--- src/design/ssh_pkg.sv ---
// package for the selectable string hash engine
// types, register codes and hash constants; no dependencies
package ssh_pkg;

  typedef enum logic [3:0] {
    MODE_RS    = 4'd0,
    MODE_JS    = 4'd1,
    MODE_PJW   = 4'd2,
    MODE_ELF   = 4'd3,
    MODE_BKDR  = 4'd4,
    MODE_SDBM  = 4'd5,
    MODE_DJB   = 4'd6,
    MODE_DEK   = 4'd7,
    MODE_AP    = 4'd8,
    MODE_DB    = 4'd9,
    MODE_PJWDB = 4'd10
  } hash_mode_t;

  localparam logic CFG_MODE = 1'b0;
  localparam logic CFG_BKDR = 1'b1;

  localparam logic [3:0]  MODE_RESET = 4'd10;
  localparam logic [31:0] BKDR_RESET = 32'd131;
  localparam logic [31:0] RS_STEP    = 32'd378551;
  localparam logic [31:0] RS_START   = 32'd63689;
  localparam logic [31:0] JS_START   = 32'd1315423911;
  localparam logic [31:0] DJB_START  = 32'd5381;
  localparam logic [31:0] PJW_HIGH   = 32'hF000_0000;
  localparam logic [31:0] M32        = 32'hFFFF_FFFF;

  localparam int QUEUE_DEPTH = 2;

  // one classified request as held in the queue
  typedef struct packed {
    logic [7:0]  data_byte;
    logic        first_byte;
    logic        last_byte;
    logic        has_byte;
    logic [31:0] string_length;
  } ssh_item_t;

  // finished string handed to the result stage
  typedef struct packed {
    logic        valid;
    logic        pjwdb;
    logic [63:0] hash;
    logic [63:0] sum;
  } ssh_job_t;

endpackage

--- src/design/ssh_core.sv ---
// back end: per-byte hash recurrence on the running state
// depends on ssh_pkg
module ssh_core (
  input  logic                clk,
  input  logic                rst_n,
  input  logic                en,
  input  logic [3:0]          hash_mode,
  input  logic [31:0]         bkdr_multiplier,
  input  logic                q_valid,
  input  ssh_pkg::ssh_item_t  q_item,
  output logic                pop,
  output ssh_pkg::ssh_job_t   job
);
  import ssh_pkg::*;

  logic [63:0] hash_r, hash_nxt, sum_r, sum_nxt;
  logic [31:0] rsf_r, rsf_nxt;
  logic [1:0]  pos_r, pos_nxt;
  ssh_job_t    job_r, job_nxt;

  logic [63:0] h_base, s_base, c64, w, w1;
  logic [31:0] f_base, init, h32, c32, h1, mul_b, prod, h_new;
  logic [1:0]  p_base;
  logic [63:0] mul_full;
  logic        upd32;

  assign pop = q_valid && en;
  assign job = job_r;

  always_comb begin
    case (hash_mode)
      MODE_JS:  init = JS_START;
      MODE_DJB: init = DJB_START;
      MODE_DEK: init = q_item.string_length;
      default:  init = '0;
    endcase
    h_base = q_item.first_byte ? {32'd0, init} : hash_r;
    s_base = q_item.first_byte ? 64'd0 : sum_r;
    f_base = q_item.first_byte ? RS_START : rsf_r;
    p_base = q_item.first_byte ? 2'd0 : pos_r;
    h32    = h_base[31:0];
    c32    = {{24{q_item.data_byte[7]}}, q_item.data_byte};
    c64    = {{56{q_item.data_byte[7]}}, q_item.data_byte};
    mul_b  = (hash_mode == MODE_RS) ? f_base : bkdr_multiplier;
    mul_full = h32 * mul_b;
    prod   = mul_full[31:0];
    h1     = (h32 << 4) + c32;
    w      = (h_base << 4) + c64;
    w1     = (w[31:28] != 4'd0)
             ? ((w ^ {56'd0, w[31:28], 4'd0}) & {32'd0, ~PJW_HIGH}) : w;
    upd32  = 1'b1;
    h_new  = h32;
    unique case (hash_mode)
      MODE_RS:   h_new = prod + c32;
      MODE_JS:   h_new = h32 ^ ((h32 << 5) + c32 + (h32 >> 2));
      MODE_PJW,
      MODE_ELF:  h_new = (h1[31:28] != 4'd0)
                         ? ((h1 ^ {24'd0, h1[31:28], 4'd0}) & ~PJW_HIGH) : h1;
      MODE_BKDR: h_new = prod + c32;
      MODE_SDBM: h_new = c32 + (h32 << 6) + (h32 << 16) - h32;
      MODE_DJB:  h_new = (h32 << 5) + h32 + c32;
      MODE_DEK:  h_new = ((h32 << 5) ^ (h32 >> 27)) ^ c32;
      MODE_AP:   h_new = p_base[0] ? (h32 ^ ~((h32 << 11) ^ c32 ^ (h32 >> 5)))
                                   : (h32 ^ ((h32 << 7) ^ c32 ^ (h32 >> 3)));
      MODE_DB:   h_new = ((p_base == 2'd0) ? (h32 << 1) : h32) + c32;
      default:   upd32 = 1'b0;
    endcase

    hash_nxt = h_base;
    sum_nxt  = s_base;
    rsf_nxt  = f_base;
    pos_nxt  = p_base;
    if (q_item.has_byte) begin
      pos_nxt = p_base + 2'd1;
      if (hash_mode == MODE_PJWDB) begin
        hash_nxt = w1;
        sum_nxt  = ((p_base == 2'd0) ? (s_base << 1) : s_base) + c64;
      end else if (upd32) begin
        hash_nxt = {32'd0, h_new};
      end
      if (hash_mode == MODE_RS) begin
        rsf_nxt = f_base * RS_STEP;
      end
    end

    job_nxt.valid = pop && q_item.last_byte;
    job_nxt.pjwdb = (hash_mode == MODE_PJWDB);
    job_nxt.hash  = hash_nxt;
    job_nxt.sum   = sum_nxt;
  end

  always_ff @(posedge clk) begin
    if (!rst_n) begin
      hash_r      <= '0;
      sum_r       <= '0;
      rsf_r       <= RS_START;
      pos_r       <= '0;
      job_r.valid <= 1'b0;
    end else if (en) begin
      if (pop) begin
        hash_r <= hash_nxt;
        sum_r  <= sum_nxt;
        rsf_r  <= rsf_nxt;
        pos_r  <= pos_nxt;
      end
      job_r.valid <= job_nxt.valid;
    end
  end

  always_ff @(posedge clk) begin
    if (en) begin
      job_r.pjwdb <= job_nxt.pjwdb;
      job_r.hash  <= job_nxt.hash;
      job_r.sum   <= job_nxt.sum;
    end
  end
endmodule

--- config.mk ---
export PLATFORM = sky130hd
export DESIGN_NAME = ssh_core
export DESIGN_NICKNAME = d
export VERILOG_FILES = /design/src/design/ssh_pkg.sv /design/src/design/ssh_core.sv
export SDC_FILE = /design/constraint.sdc
export NUM_CORES = 2
export LEC_CHECK = 0
export BUFFER_PORTS_ARGS = -buffer_cell sky130_fd_sc_hd__buf_2
export CORE_MARGIN = 4
export CORE_UTILIZATION = 50
export CTS_CLUSTER_DIAMETER = 80
export DETAILED_ROUTE_END_ITERATION = 8
export PLACE_DENSITY = 0.74
export REMOVE_ABC_BUFFERS = 1
export SLEW_MARGIN = 10
export SYNTH_ARGS = -nofsm -noshare
export SYNTH_HDL_FRONTEND = slang
export SYNTH_SLANG_ARGS = --single-unit
--- constraint.sdc ---
create_clock -name clk -period 30.1 [get_ports clk]
set_input_delay 3.01 -clock clk [delete_from_list [all_inputs] [get_ports clk]]
set_output_delay 3.01 -clock clk [all_outputs]
set_load 0.1 [all_outputs]
# Word level (Yosys, flattened, before mapping)

Index checks and enable logic that the tools add are counted.

Add/sub/neg operators: 13
$mul: 2
Equality and inequality tests: 10
Multiplexer cells: 21
Bitwise gates (word level): 12
Reduce and logical (&&, ||, !) cells: 10

Operators by type and width:

| kind                                                | count |
|---|---|
| 2-to-1 mux 64 bit                                   | 9 |
| adder 32 bit                                        | 8 |
| case mux 32 bit (8 select lines)                    | 1 |
| 2-to-1 mux 32 bit                                   | 7 |
| XOR 32 bit                                          | 6 |
| adder 64 bit                                        | 2 |
| case mux 32 bit (3 select lines)                    | 1 |
| XOR 28 x 8 -> 28 bit                                | 2 |
| adder 32 x 30 -> 32 bit                             | 1 |
| multiplier 32 x 19 -> 32 bit, second input constant | 1 |
| multiplier 32 x 32 -> 32 bit                        | 1 |
| NOT 32 bit                                          | 1 |
| subtractor 32 bit                                   | 1 |
| XOR 32 x 27 -> 32 bit                               | 1 |
| XOR 32 x 29 -> 32 bit                               | 1 |
| XOR 32 x 5 -> 32 bit                                | 1 |
| == test 4 x 3 -> 1 bit, second input constant       | 4 |
| == test 4 bit, second input constant                | 3 |
| OR reduction 10 bit                                 | 1 |
| == test 4 x 2 -> 1 bit, second input constant       | 2 |
| nonzero test 4 bit                                  | 2 |
| == test 4 x 1 -> 1 bit, second input constant       | 1 |
| logical NOT 4 bit                                   | 1 |
| 2-to-1 mux 2 bit                                    | 2 |
| 6 further kinds                                     | 8 |

Register bits: 292
Input bits: 83
Output and inout port bits: 131
Word-level logic and storage cells: 76

# Longest topological paths before layout

Word-level depth: 12
Depth in mapped cells: 39
Gate-level depth less buffers: 34

# Least setup slack after synthesis

OpenSTA, ideal clock, no wires.

Kind: in2reg
Start: input hash_mode[1]
End: register hash_r[21]
Library setup time: 0.116 ns
Arrival time: 11.848 ns
Required time: 29.984 ns
Slack: 18.136 ns
Cell stages on the path: 37
Buffers on the path: 6
Path through: buf_2 nor4_4 buf_2 buf_4 buf_2 buf_1 mux2i_1 clkbuf_1 nor2_1 fa_1 inv_1 fa_1 inv_1 fa_1 inv_1 fa_1 inv_1 fa_1 inv_1 fa_1 inv_1 fa_1 inv_1 fa_1 inv_1 ha_1 a211oi_1 nand2_1 or4_1 o31a_1 a41o_1 a21oi_1 xnor2_1 a221o_1 a211oi_1 a221oi_1 a31o_2

Longest elaborated chain between the ends: 12
Elaborated cells on any way between the ends: 52
Classes of those cells: add/sub: 11; mul: 1; eq/ne: 10; mux: 12; bitwise: 12; reduce/logical: 6

Ends and longest elaborated chain:

| item                                                                  | RTL line        | source |
|---|---|---|
| from (decl)                                                           | ssh_core.sv:7   | `input logic [3:0] hash_mode,` |
| branches (longest 11 deep; another with multiplier 32 x 32 -> 32 bit) | --              |  |
| 2-to-1 mux 64 bit *                                                   | ssh_core.sv:73  | `if (q_item.has_byte) begin` |
| named net hash_nxt[21]                                                | ssh_core.sv:16  | `logic [63:0] hash_r, hash_nxt, sum_r, sum_nxt;` |
| to (signal assigned)                                                  | ssh_core.sv:101 | `hash_r <= hash_nxt;` |
| to (decl)                                                             | ssh_core.sv:16  |  |

Mark *: on every way through the listed nets, which the timed path passes.
A chain may end at the register's enable or synchronous reset.

# Worst setup path after layout

Start: input q_item[34] (netlist bit)
End: register hash_r[22]

Longest elaborated chain between the ends: 10
Elaborated cells on any way between the ends: 39
Classes of those cells: add/sub: 11; mul: 1; mux: 12; bitwise: 12; reduce/logical: 3

Ends and longest elaborated chain:

| item                                                                 | RTL line       | source |
|---|---|---|
| from (decl)                                                          | ssh_core.sv:10 | `input ssh_pkg::ssh_item_t q_item,` |
| branches (longest 9 deep; another with multiplier 32 x 32 -> 32 bit) | --             |  |
| 2-to-1 mux 64 bit *                                                  | ssh_core.sv:73 |  |
| named net hash_nxt[22]                                               | ssh_core.sv:16 |  |

Marked as above.

==> reports/results.ini <==
[run_status]
status = finished, final reports clean

[cts]
cts.sinks = 292
cts_inserted_buffers = 37
cts_tree = yes
clockBufferDepth = 3
cts_setup_buffers = 0
cts_resized = 0
path_clk_slew_ns = 0.06
cts.htree.levels = 2
insertion_delay_ns = 0.60
cts_root_buffer = clkbuf_16
hold_buffers = 0

[placed_design]
port_buffers = 213
dpl.hpwl_um = 158000
routabilityCongestion = 1.02
placed_area_mm2 = 0.0593

[yosys]
synth_area_per_cell_um2 = 8.39
synthArstFlopShare_pct = 0
yosys.area.top_type_share_pct = 26.1
synth.area.top_cells = fa_1 26%, ha_1 12%, edfxtp_1 6.9%
ys_warn_count = 0
synth-edff-count = 129
synthCells = 6730
yosys_most_used_dff = dfxtp_1
yosysTopAreaCell = fa_1
yosysUniqueCellTypes = 98
synth_area_mm2 = 0.0564
synth-seq-area-share_pct = 12.6
synth_seq_cells = 292

[pwr]
ir_drop_v = 0.0000939
internal_power_mw = 1.62
pwr-share-seq_pct = 13.4
netSwitchingFraction_pct = 51.6
p_clk_share_pct = 14.2
cellLeakagePower_nw = 29.3
p_sw_mw = 1.73
p_comb_share_pct = 72.5
p_per_area_mw_per_mm2 = 55.4

[detailed_routing]
routed_wl_um = 204000
drtIter0Drc = 5987
via_per_inst = 6.10
drtAntennaViolNets = 0
drc = 0
vias = 50800
post_drt_wl_per_cell_um = 24.5
dr.pass1.iters = 7

[grt]
grt_first_pass_wirelength_um = 309000
antenna_found_initial = 11
grt_max_degree = 123
grt_usage_pct = 34.3
grt_pass1_vias = 50400
gr-total-overflow = 0

[timing]
relSlewSlack_pct = 13.5
period_share_pct = 45.0
tns_ns = 0
setup_violations = 0
rsz0062_at_grt = no
slew_viol_final = 0
hold_violations = 0
min_period_ns = 13.53
fmaxAchievable_mhz = 73.9
clock_skew_ns = 0.0471
tightest_slew_ns = 1.29

[final_layout]
stdcell_area_mm2 = 0.0606
num-nets-final = 8196
layout-drive-gt1-share_pct = 7.44
area_delta_synth_final_pct = 7.30

[critical_path]
critPathSlowestCell = clkinv_1
critical_path_class = in -> reg
cp.required_ns = 30.56
timing.critical_path.mode_cell = fa_1
cp_max_fo = 54
crit_arrival_ns = 13.99
crit_family = adder cells
cp.buffers_inverters = 9
slowest_delay_ns = 0.96
crit_path_start_kind = input pin
end_kind = flip-flop

[die]
coreArea_mm2 = 0.111
io_pins = 214
die-width_um = 344
rows = 122
initial_core_util_pct = 50.6
die_area_mm2 = 0.118
dieHeight_um = 344

[hold_path]
hold_path_class = reg -> reg

[run]
drv_cap = 0

## area by class of cell
type	count	area [um2]
clock inverter	18	193
sequential	292	7140
tap	1488	1860
clock buffer	50	1080
inverter	1033	3890
antenna	4	10.0
fill	10300	50900
timing repair buffer	326	1950
multi-input combinational	5125	44400
## sequential cells by signal, summed over array words and instances (netlist names)
name and cells:
rsf_r 32, job 130, sum_r 64, hash_r 64
pos_r 2
## cell families after synthesis
group	Yosys count	share of synthesized area, %
AND/OR/NAND/NOR	1838	14.4
buffers and inverters	1313	8.82
XOR/XNOR	414	6.59
flip-flops	292	12.6
adder cells (fa/ha/maj)	1298	38.6
multiplexers	105	1.90
AO/OA/AOI/OAI	1470	17.1
## synth_stat cells (19+ instances only)
| cell type | number |
|---|---|
| and3_1 | 50 |
| buf_1 | 34 |
| fa_1 | 737 |
| or3_1 | 28 |
| inv_1 | 1019 |
| ha_1 | 561 |
| a31o_2 | 19 |
| o221ai_1 | 22 |
| a31oi_1 | 44 |
| a21oi_1 | 424 |
| buf_2 | 21 |
| nand2_1 | 690 |
| or2_2 | 23 |
| xor2_1 | 85 |
| nor2b_1 | 96 |
| dfxtp_1 | 163 |
| nor3_1 | 87 |
| mux2i_1 | 94 |
| a21boi_0 | 20 |
| o21bai_1 | 60 |
| clkbuf_1 | 221 |
| xnor2_1 | 322 |
| edfxtp_1 | 129 |
| a22oi_1 | 36 |
| nand4_1 | 26 |
| a221oi_1 | 36 |
| o21a_1 | 52 |
| o21ai_0 | 287 |
| a21o_1 | 146 |
| nor2_1 | 630 |
| o31ai_1 | 26 |
| a22o_1 | 26 |
| o211ai_1 | 28 |
| nand2b_1 | 40 |
| a211oi_1 | 42 |
| o22ai_1 | 28 |
| nand3_1 | 80 |
| and2_1 | 22 |
## placed cells by master, fill, tap and decap left out, types with 60 or more instances in the layout
| cell type | synthesis | layout |
|---|---|---|
| mux2i_1 | 94 | 92 |
| a21o_1 | 146 | 146 |
| inv_1 | 1019 | 1018 |
| xnor2_1 | 322 | 322 |
| nor3_1 | 87 | 83 |
| buf_2 | 21 | 209 |
| o21bai_1 | 60 | 60 |
| nand2_1 | 690 | 688 |
| fa_1 | 737 | 737 |
| a21oi_1 | 424 | 420 |
| nor2b_1 | 96 | 95 |
| nor2_1 | 630 | 627 |
| buf_4 | 1 | 113 |
| nand3_1 | 80 | 80 |
| dfxtp_1 | 163 | 163 |
| ha_1 | 561 | 560 |
| o21ai_0 | 287 | 283 |
| edfxtp_1 | 129 | 129 |
| xor2_1 | 85 | 85 |
## per-stage QoR
step           cells  hold slack (ns)  power [mW]  setup slack, ns  util, %
2_1_floorplan   6450            0.406        2.16            17.44        -
5_1_grt         8334            0.469        3.60            16.25     54.3
3_3_place_gp    8264            0.414        2.78            16.36     53.2
6_report        8336            0.456        3.35            16.57     54.3
4_1_cts         8332            0.455        3.30            16.85     54.3
3_5_place_dp    8264            0.442        2.81            16.27     53.2
## power by group through the flow
stage          Combinational, mW  Sequential, mW  Clock [mW]
3_3_place_gp                2.32           0.456           0
3_5_place_dp                2.35           0.456           0
2_1_floorplan               1.62           0.537           0
5_1_grt                     2.66           0.449       0.494
6_report                    2.43           0.448       0.474
4_1_cts                     2.37           0.448       0.480
## final timing paths
check / slack, ns / endpoint / start / cells after the start
max: 16.57 / hash_r[22]$_SDFFE_PN0P_ / q_item[34] / 32
min: 0.46 / rsf_r[0]$_SDFFE_PN1P_ / rsf_r[0]$_SDFFE_PN1P_ / 1
max reg2reg: 20.21 / hash_r[22]$_SDFFE_PN0P_ / hash_r[6]$_SDFFE_PN0P_ / 30
min reg2reg: 0.46 / rsf_r[0]$_SDFFE_PN1P_ / rsf_r[0]$_SDFFE_PN1P_ / 1
## per-layer routing
layer / GRT usage (%) / vias up / share of wire [%]
li1: - / 22500 / -
met3: 10.2 / 633 / 13
met2: 50.3 / 3004 / 41
met4: 15.4 / 4 / 5.6
met1: 46.9 / 24700 / 40
met5: 0 / - / 0.012
Note: power is estimated with default switching activity, not from simulation.
