$ cat src/design/ssh_pkg.sv
// package for the selectable string hash engine
// types, register codes and hash constants; no dependencies
package ssh_pkg;

  typedef enum logic [3:0] {
    MODE_RS    = 4'd0,
    MODE_JS    = 4'd1,
    MODE_PJW   = 4'd2,
    MODE_ELF   = 4'd3,
    MODE_BKDR  = 4'd4,
    MODE_SDBM  = 4'd5,
    MODE_DJB   = 4'd6,
    MODE_DEK   = 4'd7,
    MODE_AP    = 4'd8,
    MODE_DB    = 4'd9,
    MODE_PJWDB = 4'd10
  } hash_mode_t;

  localparam logic CFG_MODE = 1'b0;
  localparam logic CFG_BKDR = 1'b1;

  localparam logic [3:0]  MODE_RESET = 4'd10;
  localparam logic [31:0] BKDR_RESET = 32'd131;
  localparam logic [31:0] RS_STEP    = 32'd378551;
  localparam logic [31:0] RS_START   = 32'd63689;
  localparam logic [31:0] JS_START   = 32'd1315423911;
  localparam logic [31:0] DJB_START  = 32'd5381;
  localparam logic [31:0] PJW_HIGH   = 32'hF000_0000;
  localparam logic [31:0] M32        = 32'hFFFF_FFFF;

  localparam int QUEUE_DEPTH = 2;

  // one classified request as held in the queue
  typedef struct packed {
    logic [7:0]  data_byte;
    logic        first_byte;
    logic        last_byte;
    logic        has_byte;
    logic [31:0] string_length;
  } ssh_item_t;

  // finished string handed to the result stage
  typedef struct packed {
    logic        valid;
    logic        pjwdb;
    logic [63:0] hash;
    logic [63:0] sum;
  } ssh_job_t;

endpackage

$ cat src/design/ssh_front.sv
// front end: accepts input requests, classifies them and queues them
// depends on ssh_pkg
module ssh_front #(
  parameter int Depth = 2
) (
  input  logic                clk,
  input  logic                rst_n,
  input  logic                in_valid,
  output logic                in_ready,
  input  logic [7:0]          in_data_byte,
  input  logic                in_first_byte,
  input  logic                in_last_byte,
  input  logic                in_empty_string,
  input  logic [31:0]         in_string_length,
  input  logic                pop,
  output logic                q_valid,
  output ssh_pkg::ssh_item_t  q_item
);
  import ssh_pkg::*;

  localparam int PtrW = (Depth > 1) ? $clog2(Depth) : 1;
  localparam int CntW = $clog2(Depth + 1);

  ssh_item_t           mem_r [Depth];
  logic [PtrW-1:0]     wr_ptr_r, wr_ptr_nxt, rd_ptr_r, rd_ptr_nxt;
  logic [CntW-1:0]     count_r, count_nxt;
  logic                push, do_pop;
  ssh_item_t           item;

  assign in_ready = (count_r < CntW'(Depth));
  assign push     = in_valid && in_ready;
  assign q_valid  = (count_r != '0);
  assign do_pop   = pop && q_valid;
  assign q_item   = mem_r[rd_ptr_r];

  always_comb begin
    item.data_byte     = in_data_byte;
    item.first_byte    = in_first_byte;
    item.last_byte     = in_last_byte;
    item.has_byte      = !in_empty_string;
    item.string_length = in_string_length;
  end

  always_comb begin
    wr_ptr_nxt = wr_ptr_r;
    rd_ptr_nxt = rd_ptr_r;
    if (push) begin
      wr_ptr_nxt = (wr_ptr_r == PtrW'(Depth - 1)) ? '0 : wr_ptr_r + 1'b1;
    end
    if (do_pop) begin
      rd_ptr_nxt = (rd_ptr_r == PtrW'(Depth - 1)) ? '0 : rd_ptr_r + 1'b1;
    end
    count_nxt = count_r + CntW'(push) - CntW'(do_pop);
  end

  always_ff @(posedge clk) begin
    if (!rst_n) begin
      wr_ptr_r <= '0;
      rd_ptr_r <= '0;
      count_r  <= '0;
    end else begin
      wr_ptr_r <= wr_ptr_nxt;
      rd_ptr_r <= rd_ptr_nxt;
      count_r  <= count_nxt;
    end
  end

  always_ff @(posedge clk) begin
    if (push) begin
      mem_r[wr_ptr_r] <= item;
    end
  end
endmodule

$ cat config.mk
export PLATFORM = sky130hd
export DESIGN_NAME = ssh_front
export DESIGN_NICKNAME = d
export VERILOG_FILES = /design/src/design/ssh_pkg.sv /design/src/design/ssh_front.sv
export SDC_FILE = /design/constraint.sdc
export NUM_CORES = 1
export LEC_CHECK = 0
export BUFFER_PORTS_ARGS = -buffer_cell sky130_fd_sc_hd__buf_2
export CORE_UTILIZATION = 36
export DETAILED_ROUTE_END_ITERATION = 12
export PLACE_DENSITY = 0.57
export SLEW_MARGIN = 10
export SYNTH_ARGS = -nofsm -noshare
export SYNTH_HDL_FRONTEND = slang
export SYNTH_SLANG_ARGS = --single-unit
export TNS_END_PERCENT = 5
$ cat constraint.sdc
create_clock -name clk -period 5.7 [get_ports clk]
set_clock_uncertainty 0.05 [all_clocks]
set_input_delay 0 -clock clk [delete_from_list [all_inputs] [get_ports clk]]
set_output_delay 0 -clock clk [all_outputs]
set_load 0.1 [all_outputs]
---- Word-level counts from Yosys, hierarchy flattened ----
Memories as Yosys holds them, arrays and structs flattened. A register that Yosys moved wholly into a read port is not among the register bits.
Index checks and enable logic that the tools add are counted.
storage, ports and cells
  bits in registers ....................... 4
  bits in writable memories ............... 86
  input port bits ......................... 47
  output and inout bits ................... 45
  word-level logic and storage cells ...... 19
  memories kept ........................... 1
cells by class
  $add $sub $neg .......................... 4
  order comparisons ....................... 1
  mux-type cells .......................... 6
  reductions and logical operators ........ 4
memories
  memory  depth  width  read ports  clocked after Yosys merged registers in  write ports  line             text
  mem_r   2      43     1           1                                        1            ssh_front.sv:24  ssh_item_t mem_r [Depth];
operators with widths
  kind                                       number
  2-to-1 mux 1 bit                           6
  adder 1 bit, second input constant         2
  adder 2 x 1 -> 2 bit                       1
  logical AND 1 bit                          2
  < comparator 2 bit, second input constant  1
  nonzero test 2 bit                         1
  subtractor 2 x 1 -> 2 bit                  1
  zero test 1 bit                            1

---- Longest topological paths before layout ----
Gate-level depths: netlist of run 1.
  word-level depth ........................ 4
  gate-level depth with buffers ........... 6
  depth with buffers taken out ............ 6

---- Worst setup path after synthesis of run 1 ----
Ideal clock, no wire load.
  path type ............................... reg2reg
  from .................................... reg count_r[1]
  to ...................................... mem mem_r[0][0] in the netlist's numbering, enable pin
  library setup time ...................... 445 ps
  arrival time ............................ 2312 ps
  data required time ...................... 5205 ps
  slack ................................... 2893 ps
  cell stages (with the launch flop) ...... 3
  cells stage by stage .................... dfxtp_1 > nand2b_1 > nor2_1
between the ends
  longest elaborated chain between the ends .. 4
RTL lines
  what                                    line             text
  start, declared                         ssh_front.sv:26  logic [CntW-1:0] count_r, count_nxt;
  start signal, assigned                  ssh_front.sv:64  count_r <= count_nxt;
  < comparator 2 bit                      ssh_front.sv:30  assign in_ready = (count_r < CntW'(Depth));
  logical AND 1 bit                       ssh_front.sv:31  assign push = in_valid && in_ready;
  2-to-1 mux 1 bit                        ssh_front.sv:69  if (push) begin
  2-to-1 mux 1 bit (implied by the code)  ssh_front.sv:70  mem_r[wr_ptr_r] <= item;
  end, declared                           ssh_front.sv:24
No other way between the ends.

==> metrics.csv, run 1 <==
metric,value,unit
status,"complete, no violations",
first-pass GRT wire length,9.90,mm
post-route insts no fill,417,
CTS tree,done,
Clock Pin Slew Worst Setup and Hold Paths,0.08,ns
Clock Latency Late Sink,0.34,ns
grt ovf,0,
Synth Area in Simple Gates,2.71,%
H-tree depth,3,
#FFs+latches synth,91,
Worst setup SP type,flop,
vias in the first global route,2079,
Hold Fails Final Rpt,0,
sequential-to-total area share from yosys stat,79.6,%
initial antenna violation count,0,
Worst EP required,5.65,ns
Final Slew Violations,0,
Main synth FF type,edfxtp_1,
ANT cells,0,
Synth area leaders,"edfxtp_1 77%, mux2_2 13%, dfxtp_1 3.0%",
Syn Std Cell Area,0.00337,mm^2
placed cell count,357,
Post-Synth Adder-Cell Area,0.371,%
WL/cell,14.6,um
die width,98.7,um
Post-Syn Nets,210,
worst path cell trace,"mux2_2, buf_2",
most frequent cell after synthesis,edfxtp_1,
area grow syn2layout,34.6,%
RSZ-0062 raised after global routing,false,
initial DRC count,55,
largest family of logic cells by synthesized area,multiplexers,
relative slew slack,27.1,%
initial core utilization,37.9,%
IO Port Bufs,91,
Gate Count Post-Synth,162,
xor and xnor area share after synthesis,0.260,%
Vias,1935,
"Slowest-stage cell, CP",dfxtp_2,
CP peak stage delay,1.07,ns
Final ANT Viol Nets,0,
Crit. End Element,output pin,
number of synthesized flops with an enable pin,86,
Core Box Area,0.00889,mm^2
row count,34,
Vias per Instance,4.64,
Hold Crit Class,input pin to flop,
total clock buffers created by CTS,9,
fin crit period,2.23,ns
fmax,0.449,GHz
CTS max path bufs,2,
Compound-Gate Fraction of Synth Area,0.965,%
residual DRC count,0,
clock root buffer,clkbuf_8,
largest net degree at the start of global routing,44,
area of the die,0.00975,mm^2
DRT Wirelength,6.08,mm
Setup Crit Path Kind,flop to output pin,
GP Congestion,0.728,
mux contribution to synthesized area,14.4,%
Worst IR Drop VDD,0.000237,V
crit-path max FO,43,
CTS sink count,91,
Pwr Total,2.03,mW
drt pass-1 iters,4,
Max-Cap Viols,0,
Synth async-reset ratio,0,%
fill cell count,775,
post-CTS resize count,0,
WP data arrival,2.18,ns
"Avg Cell Area, Syn",20.8,um^2
IO Pins,92,
# setup viols final,0,
die span in y,98.7,um
gr usage total,13.5,%
layout cell share with drive strength beyond 1,48.9,%
final setup TNS,0,ns
Post-synth top cells,"86 x edfxtp_1, 40 x mux2_2, 5 x dfxtp_1",
worst slew pin tran,1.09,ns
Static Leak,1.70,nW
fin crit share,39.1,%
Syn. warnings,0,
Pwr Density,446,mW/mm^2
"Net count, final",352,
post-synth top area cell,edfxtp_1,
Detail Placement HPWL,3.51,mm
top cell type's share of synthesized area,76.6,%
"Distinct cells, synth",23,
-- worst max-delay path, delay by kind of cell (launching register included) --
family	cells	cell delay [ns]
flip-flops	1	1.07
buffers and inverters	1	0.43
multiplexers	1	0.34
-- report_power, final --
| group | internal, mW | total [mW] | switching, mW |
|---|---|---|---|
| clock | 0.156 | 0.380 | 0.223 |
| sequential | 0.804 | 0.851 | 0.0472 |
| combinational | 0.166 | 0.794 | 0.629 |
-- metal layers --
layer	up-vias	routed length, um	GRT usage (%)
met2	63	3130	22.8
met4	0	60	6.31
met3	7	340	4.26
li1	920	-	-
met1	945	2540	15.7
met5	-	0	0
-- state kept, by name, summed over array words and instances, names as in the netlist, named ones only --
register / count
wr_ptr_r: 1
rd_ptr_r: 1
mem_r: 86
count_r: 2
-- path summary, 6_finish.rpt --
check / startpoint / endpoint / slack [ns] / cells past startpoint
setup / recovery: flop / q_item[32] / 3.47 / 2
hold / removal: pop / flop / 0.10 / 4
setup reg to reg: count_r[1] / mem_r[1][4] / 3.90 / 2
hold reg to reg: rd_ptr_r / flop / 0.55 / 2
-- layout by cell type, fill, tap and decap left out, drive strengths merged --
master and count:
nor2 1, nand2b 1, nor3 1, dfxtp 5, xnor2 1, buf 92, mux2 43, clkinvlp 2
a21oi 2, o21a 1, and3b 1, nand3 1, edfxtp 86, nor2b 1, and4bb 1, inv 2
ha 1, o21ai 3, and2 4, or2 1, clkinv 5, and3 1, clkbuf 9, dlygate4sd3 44
-- metrics by stage --
| stage | util (%) | hold slack (ns) | worst slack [ns] | cell area [um^2] |
|---|---|---|---|---|
| after floorplan | - | 0.0489 | 2.89 | 3370 |
| after global placement | 44.2 | 0.138 | 3.78 | 3930 |
| after detailed placement | 44.2 | 0.142 | 3.79 | 3930 |
| after CTS | 51.0 | 0.0723 | 3.40 | 4540 |
| after global routing | 51.0 | 0.0872 | 3.29 | 4540 |
| final | 51.0 | 0.102 | 3.47 | 4540 |
-- layout make-up --
type	count	area (um^2)	area share [%]
multi-input combinational	64	637	14.0
inverter	2	7.51	0.166
tap	108	135	2.98
sequential	91	2680	59.2
clock inverter	7	45.0	0.993
timing repair buffer	136	903	19.9
clock buffer	9	124	2.73
-- timing repair --
item                      in CTS  in global routing
hold endpoints to repair      91                  0
setup buffers                  0                  0
hold buffers                  44                  0
-- logic make-up (layout without fill, tap and decap cells) --
group	after synthesis	count (layout)
DFF	91	91
muxes	43	43
AOI/OAI and AO/OA	6	6
buffers and inverters	7	154
and+or+nand+nor	13	13
adders and majority gates	1	1
xor gates and xnor gates	1	1
Power figures use the tool's default switching activity.
==> inputs of run 2 (changes only) <==
Clock period 5.7 ns to 2.1 ns, I/O delays scaled along.
==> metrics.csv, run 2 (synthesis results as in run 1) <==
metric,value,unit
largest net degree at the start of global routing,40,
Reg with most FFs,mem_r,
crit-path max FO,30,
residual DRC count,0,
vias in the first global route,1952,
# setup viols final,0,
reg2reg path depth,3,
Pwr Density,1240,mW/mm^2
fin crit period,1.90,ns
Finished Cell Area,0.00463,mm^2
reg2reg setup slack,0.67,ns
FF+latch area,0.00268,mm^2
RSZ-0062 raised after global routing,false,
GP Congestion,0.696,
initial DRC count,25,
Final ANT Viol Nets,0,
CTS max path bufs,2,
Crit. End Element,output pin,
CTS tree,done,
Hold Fails Final Rpt,0,
fill cell count,769,
Clock Pin Slew Worst Setup and Hold Paths,0.08,ns
WL/cell,14.3,um
Hold Crit Class,input pin to flop,
fmax,0.527,GHz
Post-DP Area,0.00397,mm^2
drt pass-1 iters,4,
area of the die,0.00975,mm^2
total clock buffers created by CTS,9,
crit path to,q_item[11],
Critical R2R Launch,count_r[1],
Max-Cap Viols,0,
initial core utilization,37.9,%
Worst EP required,2.05,ns
gr usage total,13.1,%
Largest regs,"mem_r x86, count_r x2",
Worst setup SP type,flop,
most frequent cells in the layout,"91 x buf_2, 86 x edfxtp_1, 44 x dlygate4sd3_1",
area grow syn2layout,37.4,%
status,"complete, no violations",
worst slew pin tran,0.504,ns
WP data arrival,1.85,ns
Detail Placement HPWL,3.73,mm
final setup TNS,0,ns
Hold Path Cell Cnt,4,
layout cell share with drive strength beyond 1,49.7,%
Vias,1929,
first-pass GRT wire length,9.48,mm
Core Box Area,0.00889,mm^2
Vias per Instance,4.59,
ANT cells,0,
number of flip-flops in the largest register,86,
Worst IR Drop VDD,0.000758,V
fin crit share,90.4,%
Static Leak,1.75,nW
CTS sink count,91,
grt ovf,0,
die width,98.7,um
clock root buffer,clkbuf_8,
post-CTS resize count,0,
H-tree depth,3,
Setup Crit Path Kind,flop to output pin,
"Net count, final",355,
RR Endpoint,mem_r[0][37],
relative slew slack,66.6,%
DRT Wirelength,5.99,mm
IO Port Bufs,91,
die span in y,98.7,um
area of the multi-input gates,637,um^2
"commonest non-fill, non-tap cell in the layout",buf_2,
IO Pins,92,
Final Slew Violations,0,
Clock Latency Late Sink,0.34,ns
initial antenna violation count,0,
row count,34,
## run 2: timing repair
item,CTS,global route
setup buffers,0,0
hold buffers,44,0
endpoints found under the hold margin,91,0
## run 2: worst max-delay path: stages (launching register included)
cell and delay, ns:
dfxtp_2 0.57, buf_12 0.26, mux2_2 0.36, buf_2 0.29
## run 2: per-stage QoR
step                      utilization, %  setup WS [ns]  hold slack (ns)  std cells  total power [mW]
final                               52.1          0.202           0.0988        420              5.74
after CTS                           52.1          0.158           0.0793        420              5.82
after global routing                52.1         0.0999           0.0993        420              5.97
after global placement              44.7          0.570            0.138        360              4.48
after floorplan                        -        -0.0995           0.0489        162              4.18
after detailed placement            44.7          0.546            0.141        360              4.49
## run 2: per-layer routing
layer,GRT usage (%),routed length (um),up-vias
li1,-,-,922
met1,16.1,2680,939
met2,21.4,2910,63
met3,5.18,324,5
met4,3.79,72,0
met5,0,0,-
## run 2: worst min-delay path by stage
stage                               from           end  slack (ns)
finish                               pop    count_r[1]         0.1
global placement    in_string_length[21]  mem_r[1][21]        0.14
CTS                                  pop    count_r[1]        0.08
floorplan            in_string_length[0]   mem_r[0][0]        0.05
global route                    in_valid  mem_r[0][31]         0.1
detailed placement   in_string_length[5]   mem_r[1][5]        0.14
## run 2: where the power goes
group	total (mW)	internal [mW]	switching (mW)
clock network	1.24	0.666	0.578
registers	2.25	2.18	0.0730
logic	2.24	0.476	1.77
total	5.74	3.32	2.42
## run 2: layout make-up
class	instances	area share, %
flip-flops and latches	91	58.0
repair buffers	139	20.5
clock buffers	9	2.67
multi-input cells	64	13.8
well taps	108	2.92
clock inverters	7	2.00
inverters	2	0.162
==> inputs of run 3 (changes only) <==
Settings changed: PLACE_DENSITY 0.57 to 0.6.
Clock period 2.1 ns to 1.5 ns, I/O delays scaled along.
==> metrics.csv, run 3 (synthesis results as in run 1) <==
metric,value,unit
total clock buffers created by CTS,9,
PnR worst setup slack,-0.0352,ns
worst slack at placement,0.185,ns
Switching Share,41.9,%
RSZ-0062 raised after global routing,true,
Hold Path Cell Cnt,4,
Finished Cell Area,0.00501,mm^2
Pwr Total,8.51,mW
IO Pins,92,
clock network fraction of total power,19.6,%
final core occ,56.4,%
ANT cells,0,
Worst EP required,1.45,ns
hold path start,pop,
placed cell count,362,
Worst setup SP type,flop,
die span in y,98.7,um
Reg with most FFs,mem_r,
CTS tree,done,
Crit. End Element,output pin,
Net Switching,3.57,mW
Vias,1945,
relative slew slack,67.4,%
initial core utilization,37.9,%
gr usage total,14.2,%
critical path's top delay family,flip-flops,
WL/cell,15.2,um
fin crit period,1.54,ns
# setup viols final,41,
most frequent cells in the layout,"86 x edfxtp_1, 48 x buf_2, 44 x dlygate4sd3_1",
first-pass GRT wire length,10.4,mm
initial antenna violation count,0,
Hold Crit Class,input pin to flop,
sequential power share,36.9,%
largest net degree at the start of global routing,24,
"Net count, final",358,
grt ovf,0,
Clock Pin Slew Worst Setup and Hold Paths,0.09,ns
drt pass-1 iters,4,
fmax,0.651,GHz
reg2reg path depth,6,
worst slew pin tran,0.492,ns
row count,34,
Final ANT Viol Nets,0,
Static Leak,1.88,nW
Final Slew Violations,0,
CTS sink count,91,
Critical R2R Launch,count_r[1],
worst path buffer plus inverter count,2,
Clock Latency Late Sink,0.35,ns
Worst IR Drop VDD,0.000867,V
"Slowest-stage cell, CP",dfxtp_4,
combinational power share,43.4,%
die width,98.7,um
Vias per Instance,4.60,
layout cell share with drive strength beyond 1,52.1,%
crit-path max FO,18,
vias in the first global route,2118,
initial DRC count,77,
post-route insts no fill,423,
CTS max path bufs,2,
IO Port Bufs,91,
Core Box Area,0.00889,mm^2
"commonest non-fill, non-tap cell in the layout",edfxtp_1,
number of flip-flops in the largest register,86,
Int Pwr,4.94,mW
Hold Fails Final Rpt,0,
Max-Cap Viols,0,
status,"finished, violations left",
Largest regs,"mem_r x86, count_r x2",
Setup Crit Path Kind,flop to output pin,
reg2reg setup slack,0.16,ns
Pwr Density,1700,mW/mm^2
residual DRC count,0,
GP Congestion,0.704,
failing checks,negative setup slack,
Detail Placement HPWL,3.98,mm
CP peak stage delay,0.40,ns
Setup Buffers After CTS,0,
area grow syn2layout,48.8,%
area of the die,0.00975,mm^2
DRT Wirelength,6.42,mm
clock root buffer,clkbuf_8,
fin crit share,102,%
RR Endpoint,count_r[1],
WP data arrival,1.49,ns
Post-DP Area,0.00405,mm^2
worst path cell trace,"buf_12, mux2_1, buf_6",
H-tree depth,3,
## run 3: cell types whose count changed in the layout (fill, tap and decap cells not counted), moves of 2 or more
cell     previous run  this run
inv_6               0         4
dfxtp_4             0         2
buf_2              91        48
mux2_4              0         2
buf_6               0        41
mux2_2             40        38
buf_12              2         6
## run 3: worst max path at each step
stage	start	to	slack (ns)	cells after the start
6_report	flop	q_item[33]	-0.04	3
2_1_floorplan	count_r[1]	count_r[1]	-0.24	6
5_1_grt	flop	q_item[11]	-0.10	3
3_3_place_gp	count_r[1]	count_r[1]	0.20	6
3_5_place_dp	count_r[1]	count_r[1]	0.19	6
4_1_cts	flop	q_item[32]	-0.08	3
## run 3: layout make-up
class | count | area (um^2)
flip-flops and latches | 91 | 2690
repair buffers | 142 | 1310
clock inverters | 7 | 80.1
clock buffers | 9 | 124
fillers | 680 | 3880
inverters | 2 | 11.3
well taps | 108 | 135
multi-input cells | 64 | 662
## run 3: power by group through the flow
stage	Sequential, mW	Clock, mW	Combinational, mW
2_1_floorplan	3.16	0	2.70
3_3_place_gp	3.18	0	3.16
3_5_place_dp	3.19	0	3.17
4_1_cts	3.15	1.73	3.70
5_1_grt	3.17	1.83	3.81
6_report	3.14	1.67	3.70
## run 3: metal layers
| layer | up-vias | global-route usage, % | wire length, um |
|---|---|---|---|
| met5 | - | 0 | 0 |
| met4 | 0 | 6.31 | 80 |
| met3 | 9 | 4.40 | 282 |
| met2 | 57 | 24.4 | 3420 |
| met1 | 951 | 16.3 | 2640 |
| li1 | 928 | - | - |
## run 3: timing repair
action                                  4_1_cts  5_1_grt
cloned                                        1        0
endpoints found under the hold margin        91        0
gates resized for setup                      89        4
hold buffers                                 44        0
endpoints found under the setup margin       43       43
## run 3: worst reg2reg max path: stages (launching register included)
cell and delay, ns:
dfxtp_4 0.39, clkinvlp_4 0.13, a21oi_2 0.14, a21oi_1 0.05
ha_2 0.20, nor3_2 0.10, and3b_1 0.18
## run 3: stage by stage
stage	TNS (ns)	hold slack (ns)
6_report	-0.993	0.0780
5_1_grt	-3.71	0.0971
4_1_cts	-2.40	0.0570
3_5_place_dp	0	0.142
3_3_place_gp	0	0.138
2_1_floorplan	-12.50	0.0489
